### src/hdl/websocket_frame_deframer_defines.svh
// assertion macros used by the deframer parser
`ifndef WEBSOCKET_FRAME_DEFRAMER_DEFINES_SVH
`define WEBSOCKET_FRAME_DEFRAMER_DEFINES_SVH

`ifndef ASSERT_OFF
`define WSFD_ASSERT(label, clk, rst, prop) \
   label: assert property (@(posedge clk) disable iff (rst) prop) \
      else $error("wsfd assertion failed");
`define WSFD_ASSERT_NEVER(label, clk, rst, expr) \
   label: assert property (@(posedge clk) disable iff (rst) !(expr)) \
      else $error("wsfd forbidden condition seen");
`else
`define WSFD_ASSERT(label, clk, rst, prop)
`define WSFD_ASSERT_NEVER(label, clk, rst, expr)
`endif

`endif

### src/hdl/wsfd_pkg.sv
// types and constants of the websocket frame deframer
package wsfd_pkg;

   localparam int LENGTH_BITS_DEF = 64;

   localparam logic [3:0] OP_CONT   = 4'h0;
   localparam logic [3:0] OP_TEXT   = 4'h1;
   localparam logic [3:0] OP_BINARY = 4'h2;
   localparam logic [3:0] OP_CLOSE  = 4'h8;
   localparam logic [3:0] OP_PING   = 4'h9;

   localparam logic [6:0] LEN16_CODE = 7'd126;
   localparam logic [6:0] LEN64_CODE = 7'd127;

   typedef enum logic [2:0] {
      PH_OPCODE  = 3'd0,
      PH_LEN     = 3'd1,
      PH_EXT16   = 3'd2,
      PH_EXT64   = 3'd3,
      PH_KEY     = 3'd4,
      PH_PAYLOAD = 3'd5,
      PH_CLOSED  = 3'd6
   } phase_type;

   typedef enum logic [1:0] {
      EV_DATA  = 2'd0,
      EV_EMPTY = 2'd1,
      EV_CLOSE = 2'd2,
      EV_ABORT = 2'd3
   } evt_type;

   typedef struct packed {
      logic       valid;
      evt_type    evt;
      logic       is_binary;
      logic [7:0] data;
      logic       msg_end;
   } res_type;

endpackage

### src/hdl/wsfd_in_reg.sv
// input register stage holding one received byte
module wsfd_in_reg import wsfd_pkg::*; (
   input  logic       clock,
   input  logic       reset,
   input  logic       req_tvalid,
   output logic       req_tready,
   input  logic [7:0] req_tdata,
   input  logic       take,
   output logic       byte_valid,
   output logic [7:0] byte_data
);

   logic       valid_ff, valid_in;
   logic [7:0] data_ff;
   logic       accept;

   assign req_tready = !valid_ff || take;
   assign accept     = req_tvalid && req_tready;
   assign valid_in   = (valid_ff && !take) || accept;
   assign byte_valid = valid_ff;
   assign byte_data  = data_ff;

   always_ff @(posedge clock) begin
      if (reset) begin
         valid_ff <= 1'b0;
      end else begin
         valid_ff <= valid_in;
      end
   end

   always_ff @(posedge clock) begin
      if (accept) begin
         data_ff <= req_tdata;
      end
   end

endmodule

### src/hdl/wsfd_parser.sv
// frame header parser, unmasking and result decision
`include "websocket_frame_deframer_defines.svh"

module wsfd_parser import wsfd_pkg::*; #(
   parameter int LENGTH_BITS = LENGTH_BITS_DEF
) (
   input  logic       clock,
   input  logic       reset,
   input  logic       step,
   input  logic [7:0] rx_byte,
   output res_type    res
);

   localparam logic [LENGTH_BITS-1:0] LEN_ONE = LENGTH_BITS'(1);

   phase_type              phase_ff, phase_in;
   logic                   fin_ff, fin_in;
   logic                   masked_ff, masked_in;
   logic [3:0]             opcode_ff, opcode_in;
   logic [LENGTH_BITS-1:0] rem_ff, rem_in;
   logic [2:0]             hbc_ff, hbc_in;
   logic [1:0]             pos_ff, pos_in;
   logic [7:0]             key_ff [4];
   logic                   key_we;

   logic [LENGTH_BITS-1:0] len_val;
   logic [LENGTH_BITS-1:0] rem_dec;
   logic                   len_last;
   logic                   masked_new;
   logic                   hdr_done;
   logic                   len_zero;
   logic                   empty_disp;
   logic                   is_payload;
   logic                   pay_last;
   logic                   dispatch_en;
   logic                   op_data;
   logic                   op_close;
   logic                   op_ping;
   logic                   op_abort;
   logic [7:0]             pay_byte;

   // length assembly for the current header byte
   always_comb begin
      len_val    = rem_ff;
      len_last   = 1'b0;
      masked_new = masked_ff;
      case (phase_ff)
         PH_LEN: begin
            masked_new = rx_byte[7];
            len_last   = !(rx_byte[6:0] inside {LEN16_CODE, LEN64_CODE});
            // extended lengths start from zero
            len_val    = len_last ? LENGTH_BITS'(rx_byte[6:0]) : '0;
         end
         PH_EXT16: begin
            len_val  = LENGTH_BITS'({rem_ff[7:0], rx_byte});
            len_last = (hbc_ff != 3'd0);
         end
         PH_EXT64: begin
            if (rem_ff[LENGTH_BITS-1 -: 8] != 8'h00) begin
               len_val = '1;
            end else begin
               len_val = {rem_ff[LENGTH_BITS-9:0], rx_byte};
            end
            len_last = (hbc_ff == 3'd7);
         end
         default: begin
            len_val = rem_ff;
         end
      endcase
   end

   assign hdr_done    = (len_last && !masked_new) || (phase_ff == PH_KEY && hbc_ff >= 3'd3);
   assign len_zero    = (len_val == '0);
   assign empty_disp  = hdr_done && len_zero && fin_ff;
   assign is_payload  = (phase_ff == PH_PAYLOAD);
   assign rem_dec     = rem_ff - LEN_ONE;
   assign pay_last    = (rem_dec == '0);
   assign dispatch_en = step && (empty_disp || is_payload);

   assign op_data  = (opcode_ff == OP_TEXT) || (opcode_ff == OP_BINARY);
   assign op_close = (opcode_ff == OP_CLOSE);
   assign op_ping  = (opcode_ff == OP_PING);
   assign op_abort = !(op_data || op_close || op_ping);

   assign pay_byte = rx_byte ^ (masked_ff ? key_ff[pos_ff] : 8'h00);

   // next state
   always_comb begin
      phase_in  = phase_ff;
      fin_in    = fin_ff;
      masked_in = masked_ff;
      opcode_in = opcode_ff;
      rem_in    = rem_ff;
      hbc_in    = hbc_ff;
      pos_in    = pos_ff;
      key_we    = 1'b0;
      if (step) begin
         case (phase_ff)
            PH_OPCODE: begin
               fin_in = rx_byte[7];
               if (rx_byte[3:0] != OP_CONT) begin
                  opcode_in = rx_byte[3:0];
               end
               hbc_in   = 3'd0;
               phase_in = PH_LEN;
            end
            PH_LEN: begin
               masked_in = rx_byte[7];
               rem_in    = len_val;
               hbc_in    = 3'd0;
               if (rx_byte[6:0] == LEN16_CODE) begin
                  phase_in = PH_EXT16;
               end else if (rx_byte[6:0] == LEN64_CODE) begin
                  phase_in = PH_EXT64;
               end else if (masked_new) begin
                  phase_in = PH_KEY;
               end
            end
            PH_EXT16, PH_EXT64: begin
               rem_in = len_val;
               if (len_last) begin
                  hbc_in = 3'd0;
                  if (masked_ff) begin
                     phase_in = PH_KEY;
                  end
               end else begin
                  hbc_in = hbc_ff + 3'd1;
               end
            end
            PH_KEY: begin
               key_we = 1'b1;
               if (hbc_ff < 3'd3) begin
                  hbc_in = hbc_ff + 3'd1;
               end
            end
            PH_PAYLOAD: begin
               rem_in = rem_dec;
               if (masked_ff) begin
                  pos_in = pos_ff + 2'd1;
               end
               if (pay_last) begin
                  phase_in = PH_OPCODE;
               end
            end
            default: begin
               phase_in = phase_ff;
            end
         endcase
         if (hdr_done) begin
            hbc_in   = 3'd0;
            pos_in   = 2'd0;
            phase_in = len_zero ? PH_OPCODE : PH_PAYLOAD;
         end
         if (dispatch_en && (op_close || op_abort)) begin
            phase_in = PH_CLOSED;
         end
      end
   end

   // result
   always_comb begin
      res = '0;
      if (dispatch_en && !op_ping) begin
         res.valid = 1'b1;
         if (op_data) begin
            res.is_binary = (opcode_ff == OP_BINARY);
            if (is_payload) begin
               res.evt     = EV_DATA;
               res.data    = pay_byte;
               res.msg_end = fin_ff && pay_last;
            end else begin
               res.evt     = EV_EMPTY;
               res.msg_end = 1'b1;
            end
         end else if (op_close) begin
            res.evt = EV_CLOSE;
         end else begin
            res.evt = EV_ABORT;
         end
      end
   end

   always_ff @(posedge clock) begin
      if (reset) begin
         phase_ff  <= PH_OPCODE;
         fin_ff    <= 1'b0;
         masked_ff <= 1'b0;
         opcode_ff <= OP_CONT;
         rem_ff    <= '0;
         hbc_ff    <= 3'd0;
         pos_ff    <= 2'd0;
      end else begin
         phase_ff  <= phase_in;
         fin_ff    <= fin_in;
         masked_ff <= masked_in;
         opcode_ff <= opcode_in;
         rem_ff    <= rem_in;
         hbc_ff    <= hbc_in;
         pos_ff    <= pos_in;
      end
   end

   always_ff @(posedge clock) begin
      if (key_we) begin
         key_ff[hbc_ff[1:0]] <= rx_byte;
      end
   end

   // close and abort events both have the upper event bit set
   `WSFD_ASSERT(a_closed_sticky, clock, reset, phase_ff == PH_CLOSED |=> phase_ff == PH_CLOSED)
   `WSFD_ASSERT(a_end_closes, clock, reset, res.valid && res.evt[1] |=> phase_ff == PH_CLOSED)
   `WSFD_ASSERT_NEVER(a_result_without_step, clock, reset, res.valid && !step)
   `WSFD_ASSERT_NEVER(a_payload_zero_len, clock, reset, is_payload && rem_ff == '0)

endmodule

### src/hdl/wsfd_out_reg.sv
// result register driving the output stream
module wsfd_out_reg import wsfd_pkg::*; (
   input  logic       clock,
   input  logic       reset,
   input  res_type    res,
   output logic       out_free,
   output logic       rsp_tvalid,
   input  logic       rsp_tready,
   output logic [7:0] rsp_tdata,
   output logic [2:0] rsp_tuser,
   output logic       rsp_tlast
);

   logic    valid_ff, valid_in;
   res_type res_ff;

   assign out_free   = !valid_ff || rsp_tready;
   assign valid_in   = (valid_ff && !rsp_tready) || res.valid;
   assign rsp_tvalid = valid_ff;
   assign rsp_tdata  = res_ff.data;
   assign rsp_tuser  = {res_ff.is_binary, res_ff.evt};
   assign rsp_tlast  = res_ff.msg_end;

   always_ff @(posedge clock) begin
      if (reset) begin
         valid_ff <= 1'b0;
      end else begin
         valid_ff <= valid_in;
      end
   end

   always_ff @(posedge clock) begin
      if (res.valid) begin
         res_ff <= res;
      end
   end

endmodule

### src/hdl/websocket_frame_deframer.sv
// websocket frame deframer top level
// Takes one received WebSocket byte per beat and parses frame headers (FIN, opcode,
// 7/16/64-bit length, masking key), then delivers unmasked text or binary payload
// bytes, an empty-end beat for a zero-length final frame, and close or abort beats,
// after which all input is drained without results until reset. A byte waits in the
// input register and any result it yields in the result register; a new byte is
// taken every cycle as long as the result register is free or being read, so the
// sustained rate is one byte per clock, set by the single-pass per-byte state update.
module websocket_frame_deframer import wsfd_pkg::*; #(
   parameter int LENGTH_BITS = LENGTH_BITS_DEF
) (
   input  logic       clock,
   input  logic       reset,
   input  logic       req_tvalid,
   output logic       req_tready,
   input  logic [7:0] req_tdata,   // [7:0] rx_byte
   output logic       rsp_tvalid,
   input  logic       rsp_tready,
   output logic [7:0] rsp_tdata,   // [7:0] payload_byte
   output logic [2:0] rsp_tuser,   // [1:0] event_res, [2] is_binary
   output logic       rsp_tlast    // message_end
);

   logic       byte_valid;
   logic [7:0] byte_data;
   logic       out_free;
   logic       step;
   res_type    res;

   assign step = byte_valid && out_free;

   wsfd_in_reg u_in_reg (
      .clock      (clock),
      .reset      (reset),
      .req_tvalid (req_tvalid),
      .req_tready (req_tready),
      .req_tdata  (req_tdata),
      .take       (step),
      .byte_valid (byte_valid),
      .byte_data  (byte_data)
   );

   wsfd_parser #(
      .LENGTH_BITS (LENGTH_BITS)
   ) u_parser (
      .clock   (clock),
      .reset   (reset),
      .step    (step),
      .rx_byte (byte_data),
      .res     (res)
   );

   wsfd_out_reg u_out_reg (
      .clock      (clock),
      .reset      (reset),
      .res        (res),
      .out_free   (out_free),
      .rsp_tvalid (rsp_tvalid),
      .rsp_tready (rsp_tready),
      .rsp_tdata  (rsp_tdata),
      .rsp_tuser  (rsp_tuser),
      .rsp_tlast  (rsp_tlast)
   );

endmodule
### config.mk
export PLATFORM = sky130hd
export DESIGN_NAME = websocket_frame_deframer
export DESIGN_NICKNAME = d
export VERILOG_FILES = /design/src/hdl/wsfd_pkg.sv /design/src/hdl/wsfd_in_reg.sv /design/src/hdl/wsfd_parser.sv /design/src/hdl/wsfd_out_reg.sv /design/src/hdl/websocket_frame_deframer.sv
export VERILOG_INCLUDE_DIRS = /design/src /design/src/hdl
export SDC_FILE = /design/constraint.sdc
export NUM_CORES = 1
export LEC_CHECK = 0
export BUFFER_PORTS_ARGS = -buffer_cell sky130_fd_sc_hd__buf_2
export CAP_MARGIN = 20
export CORE_MARGIN = 1.5
export CORE_UTILIZATION = 47
export CTS_BUF_LIST = sky130_fd_sc_hd__clkbuf_4 sky130_fd_sc_hd__clkbuf_8 sky130_fd_sc_hd__clkbuf_16
export DETAILED_ROUTE_END_ITERATION = 8
export SETUP_SLACK_MARGIN = 0.2
export SLEW_MARGIN = 20
export SYNTH_ARGS = -nofsm -noshare
export SYNTH_HDL_FRONTEND = slang
export SYNTH_SLANG_ARGS = --single-unit
### constraint.sdc
create_clock -name clock -period 8 [get_ports clock]
set_input_delay 0 -clock clock [delete_from_list [all_inputs] [get_ports clock]]
set_output_delay 0 -clock clock [all_outputs]
set_load 0.03 [all_outputs]
Word level (Yosys, flattened, before mapping)
Memories as Yosys holds them, arrays and structs flattened. A register that Yosys moved wholly into a read port is not among the register bits.
Index checks and enable logic that the tools add are counted.
{"block": "op_classes", "addsub": 3, "n_lt_le_gt_ge": 2, "n_eq_ne": 17, "mux": 37, "n_bitwise": 1, "reduce_logical": 53}
{"op": "$pmux 64 s3", "count": 1}
{"op": "$logic_not 64->1", "count": 2}
{"op": "$pmux 64 s2", "count": 1}
{"op": "$mux 64", "count": 1}
{"op": "$sub 64x1->64 const B", "count": 1}
{"op": "$mux 3", "count": 12}
{"op": "$mux 8", "count": 2}
{"op": "$eq 7x7->1 const B", "count": 2}
{"op": "$mux 13", "count": 1}
{"op": "$logic_and 1x1->1", "count": 12}
{"op": "$mux 2", "count": 6}
{"op": "$pmux 3 s4", "count": 1}
{"op": "$reduce_and 3->1", "count": 4}
{"op": "$logic_or 1x1->1", "count": 10}
{"op": "$mux 10", "count": 1}
{"op": "$eq 3x3->1 const B", "count": 3}
{"op": "$pmux 3 s3", "count": 1}
{"op": "$eq 4x4->1 const B", "count": 2}
{"op": "$logic_not 1->1", "count": 8}
{"op": "$mux 1", "count": 8}
{"op": "$ne 4x1->1 const B", "count": 2}
{"op": "$reduce_bool 2->1", "count": 4}
{"op": "$reduce_bool 4->1", "count": 2}
{"op": "$reduce_bool 8->1", "count": 1}
{"op": "other kinds (21)", "count": 25}
{"block": "word_totals", "regBits": 100, "ram_bits": 32, "inputBits": 12, "out_inout_bits": 14, "wordCells": 128, "mem_count": 1}
{"name": "u_parser.key_ff", "words": 4, "width": 8, "read_ports": 1, "rd_clocked_by_memory_dff": 1, "write_ports": 1, "line": "wsfd_parser.sv:23", "text": "logic [7:0] key_ff [4];"}

Logic depth before layout (Yosys ltp)
{"block": "depth", "word_depth": 13, "ltp_mapped": 13, "ltp_nobuf": 11}

Modules after synthesis
A second synthesis with hierarchy kept.
{"block": "unflattened", "hier_cells": 1120, "hier_area_um2": 9123.8}
{"module": "wsfd_parser", "n_inst": 1, "cells_each": 1090, "area_per_inst_um2": 8415.6, "seq_area_each_um2": 2562.5}
{"module": "wsfd_out_reg", "n_inst": 1, "cells_each": 16, "area_per_inst_um2": 406.6, "seq_area_each_um2": 380.4}
{"module": "wsfd_in_reg", "n_inst": 1, "cells_each": 13, "area_per_inst_um2": 295.3, "seq_area_each_um2": 260.2}
{"module": "websocket_frame_deframer", "n_inst": 1, "cells_each": 1, "area_per_inst_um2": 6.3, "seq_area_each_um2": 0.0}

Worst setup path after synthesis
No wires, ideal clock.
{"block": "synth_path", "kind": "reg2reg", "start": "register u_parser.rem_ff[1]", "end": "register u_out_reg.res_ff (netlist bit u_out_reg.rsp_tlast) (data pin)", "setup_ps": 150, "arrival_time_ps": 3209, "required_ps": 7850, "setup_slack_ps": 4641, "stages_incl_launch_ff": 14, "n_path_buf": 2, "period_less_slack_ps": 3359, "path_cell_list": "dfxtp_1 -> buf_4 -> inv_1 -> ha_1 -> nor3b_4 -> nand4_1 -> buf_2 -> nor4_1 -> or3b_2 -> xor2_1 -> nand3_1 -> or4_1 -> o31a_1 -> nor3_2"}
{"block": "synth_via", "elab_chain_cells": 9, "elab_cells_between_ends": 13, "cone_classes": "add/sub: 1; mux: 3; reduce/logical: 9"}
{"item": "from (decl)", "line": "wsfd_parser.sv:20", "text": "logic [LENGTH_BITS-1:0] rem_ff, rem_in;"}
{"item": "from (signal assigned)", "line": "wsfd_parser.sv:197", "text": "rem_ff <= rem_in;"}
{"item": "parallel branches: the longest is 9 deep, another holds $sub 64x1->64"}
{"item": "to (signal assigned)", "line": "wsfd_out_reg.sv:34", "text": "res_ff <= res;"}
{"item": "to (decl)", "line": "wsfd_out_reg.sv:15", "text": "res_type res_ff;"}
Several ways; the timed one is not identified.
A chain may end at the register's enable or synchronous reset.

Worst setup path in the final report
Ends and elaborated chain as after synthesis.

==> qor_table.md <==
| Result | This run | Unit |
|---|---|---|
| RSZ-0062 raised after global routing | false | - |
| Via count of the first global-routing pass | 8498 | - |
| Overall routed net length | 31.85 | mm |
| # port buffers | 25 | - |
| Number of maximum-capacitance constraint violations | 0 | - |
| Layout cell share with drive strength beyond 1 | 10.66 | % |
| Count of H-tree levels built during CTS | 4 | - |
| Die Outline Area | 20120 | µm² |
| Critical path start-end classification | reg -> reg | - |
| Data required time at the worst endpoint | 8.28 | ns |
| Number of nets in the final layout | 1076 | - |
| Die Wd | 141.8 | µm |
| Clock network latency to the later pin of the worst-skew pair | 0.44 | ns |
| Most frequently used flop master after synthesis | dfxtp_1 | - |
| Clock tree from TritonCTS | done | - |
| Yosys synthesis warning count | 0 | - |
| Number of standard cells in the layout, taps in and fillers out | 1330 | - |
| Number of flops mapped to enable cells by yosys | 52 | - |
| Sequential share of the synthesized area | 35.35 | % |
| Pin count of the biggest net entering global routing | 82 | - |
| Post-synth cell types | 79 | - |
| Worst setup slack before clock tree synthesis | 3.899 | ns |
| Per-cell via count in the routed design | 6.911 | - |
| Run status | completed | - |
| Final min period | 4.230 | ns |
| Final max-slew violation count | 0 | - |
| Total of flip-flops plus latches after synthesis | 134 | - |
| Worst hold-check path type | in -> reg | - |
| Most used cell, CP | nand4_1 | - |
| DR iter-0 viols | 1315 | - |
| Async set-reset flop share out of synthesis | 0 | % |
| Peak per-stage delay on the critical path | 0.60 | ns |
| CTS buffer count | 17 | - |
| Final number of hold-violating endpoints | 0 | - |
| Floorplan die height | 141.8 | µm |
| TritonCTS Sinks | 134 | - |
| Number of antenna violations at the first check in global routing | 1 | - |
| Effective utilization at floorplan | 48.11 | % |
| CP Launch Type | flip-flop | - |
| Core area | 18830 | µm² |
| Highest net fanout along the worst path | 12 | - |
| Leakage | 3.464 | nW |
| Endpoint arrival time on the critical path | 4.51 | ns |
| Net count after synthesis | 1133 | - |
| Portion of the clock cycle consumed by the worst path in the final layout | 52.87 | % |
| Remaining routing DRC violations | 0 | - |
| CP max stage cell | nand4_1 | - |
| Signed area change from the synthesized netlist to the final layout | 8.203 | % |
| Fin Setup TNS | 0 | ns |
| Post-synthesis instance total | 1113 | - |
| Wire length of the first global-routing pass | 49.95 | mm |
| Buffer depth of the longest clock path | 2 | - |
| Syn_area_per_cell | 8.140 | µm² |
| Slew at the pin closest to its max-slew limit | 1.029 | ns |
| I/O pins | 26 | - |
| Average wire length per cell after detail routing | 23.95 | µm |
| Post-synthesis instance area | 9060 | µm² |
| Vias after detailed routing | 9191 | - |
| Ordered list of cells on the worst path | inv_1, ha_1, nor3b_4, nand4_1, o41ai_2, o21ai_1, or4b_1, nor4_1, nand4_1, o31a_1, nor3_2 | - |
| Slew Limit Headroom | 31.12 | % |
| Kind of end point of the critical path | flip-flop | - |
| Final design utilization | 52.06 | % |
| Global placer's final weighted congestion | 1.012 | - |
| Number of placed instances, taps included | 1287 | - |
| Clock Pin Slew Worst Setup and Hold Paths | 0.06 | ns |
| Post-route worst setup slack | 3.770 | ns |
| Number of setup violations in the final report | 0 | - |
| Count of nets left with antenna violations after detail routing | 0 | - |
| Number of iterations in the first detailed-routing pass | 7 | - |
| Power density normalized to cell area | 200.0 | nW/µm² |
| HPWL after detailed placement | 20.81 | mm |
| Number of cell rows | 50 | - |
| Post-CTS setup-driven buffer insertion count | 0 | - |
| Worst clock skew | 0.01291 | ns |
| Achievable Freq | 236.4 | MHz |
| Total grt overflow | 0 | - |
| Root buffer cell | clkbuf_16 | - |
| Global router's overall resource usage | 32.47 | % |
| IR drop worst, VDD | 156.7 | µV |
cells by family after synthesis:
| logic type | after synthesis | synth area share [%] |
|---|---|---|
| compound gates | 311 | 23.15 |
| xor+xnor | 38 | 3.674 |
| fa+ha+maj | 8 | 1.105 |
| buf+inv | 148 | 6.643 |
| flops | 134 | 35.35 |
| mux | 10 | 2.210 |
| simple gates | 464 | 27.87 |
cells in the final DEF (no fill, tap or decap), types with 13 or more instances in the layout:
master       n
clkbuf_16   17
a22oi_1     31
a211oi_1    15
buf_2       25
xnor2_1     23
nor3_1      49
a21oi_1     67
xor2_1      15
a31oi_1     20
a221oi_1    52
dfxtp_1     82
nor2_1     136
o22ai_1     19
or3_1       16
o21ai_0     56
buf_4       13
inv_1       24
nand4_1     26
nand3_1     27
nor4_1      33
nand2_1     78
or4_1       21
edfxtp_1    52
final timing paths:
| path | cells past startpoint | endpoint | start | slack [ns] |
|---|---|---|---|---|
| max | 11 | u_out_reg.rsp_tlast$_SDFFCE_PN0P_ | u_parser.rem_ff[1]$_SDFFE_PP0P_ | 3.77 |
| min | 3 | u_out_reg.rsp_tvalid$_SDFF_PP0_ | rsp_tready | 0.1 |
| max reg2reg | 11 | u_out_reg.rsp_tlast$_SDFFCE_PN0P_ | u_parser.rem_ff[1]$_SDFFE_PP0P_ | 3.77 |
| min reg2reg | 2 | flip-flop | u_parser.pos_ff[1]$_SDFFE_PP0P_ | 0.50 |
layer usage:
metal	vias to the layer above	GRT usage [%]	part of all wire, %
met5	-	0	0
met4	0	13.13	3.3
met3	103	8.674	12
met2	586	43.83	41
met1	4387	48.49	44
li1	4115	-	-
report_power, final:
part | total, W | switching [W] | internal [W]
registers | 0.000765 | 0.0000422 | 0.000723
clock network | 0.000778 | 0.000339 | 0.000439
logic | 0.000418 | 0.000270 | 0.000148
layout make-up:
class                      instances  area [µm²]
antenna                            1       2.502
sequential                       134        3203
fill                            1818        9027
clock buffer                      18       432.9
multi-input combinational        831        5288
clock inverter                    14       138.9
inverter                          24       90.09
timing repair buffer              48       322.8
tap                              260       325.3
worst max-delay path: cells and delay by family (launching register included):
kind | cells | cell delay, ns
simple gates | 6 | 2.31
buf+inv | 1 | 0.14
compound gates | 3 | 0.97
fa+ha+maj | 1 | 0.22
flops | 1 | 0.43
registers in the layout, indices dropped and copies added (netlist names), named ones only:
register and flops:
u_in_reg.byte_data 8, u_in_reg.byte_valid 1, u_out_reg.rsp_tdata 8, u_out_reg.rsp_tlast 1, u_out_reg.rsp_tuser 3, u_out_reg.rsp_tvalid 1, u_parser.fin_ff 1, u_parser.hbc_ff 3
u_parser.key_ff 32, u_parser.masked_ff 1, u_parser.opcode_ff 4, u_parser.phase_ff 3, u_parser.pos_ff 2, u_parser.rem_ff 64
repair_timing:
item / CTS / global route
gates resized for setup: 0 / 0
hold buffers: 10 / 0
endpoints found under the hold margin: 9 / 0
through the flow:
| stage | total power (W) | hold slack, ns | area, µm² |
|---|---|---|---|
| 5_1_grt | 0.002032 | 0.09551 | 9801 |
| 2_1_floorplan | 0.001063 | 0.09887 | 9060 |
| 3_5_place_dp | 0.001176 | 0.1787 | 9129 |
| 6_report | 0.001961 | 0.09721 | 9803 |
| 4_1_cts | 0.001953 | 0.06756 | 9801 |
| 3_3_place_gp | 0.001180 | 0.1771 | 9129 |
Yosys cell counts (9+ instances only):
cell | number | share of area [%]
inv_1 | 24 | 0.99
edfxtp_1 | 52 | 17
a221oi_1 | 52 | 5.0
nor3_1 | 49 | 2.7
a31oi_1 | 20 | 1.4
xor2_1 | 15 | 1.5
a21oi_1 | 67 | 3.7
a22oi_1 | 31 | 2.6
a211oi_1 | 16 | 1.3
nand2_1 | 79 | 3.3
xnor2_1 | 23 | 2.2
or4_1 | 21 | 1.7
or3_1 | 16 | 1.1
nand4_1 | 26 | 1.8
nor4_1 | 33 | 2.3
nand3b_1 | 9 | 0.75
buf_2 | 10 | 0.55
o21ai_0 | 56 | 3.1
nor2_1 | 136 | 5.6
dfxtp_1 | 82 | 18
o22ai_1 | 19 | 1.3
nand3_1 | 27 | 1.5
clkbuf_1 | 101 | 4.2
Note: power is estimated with default switching activity, not from simulation.
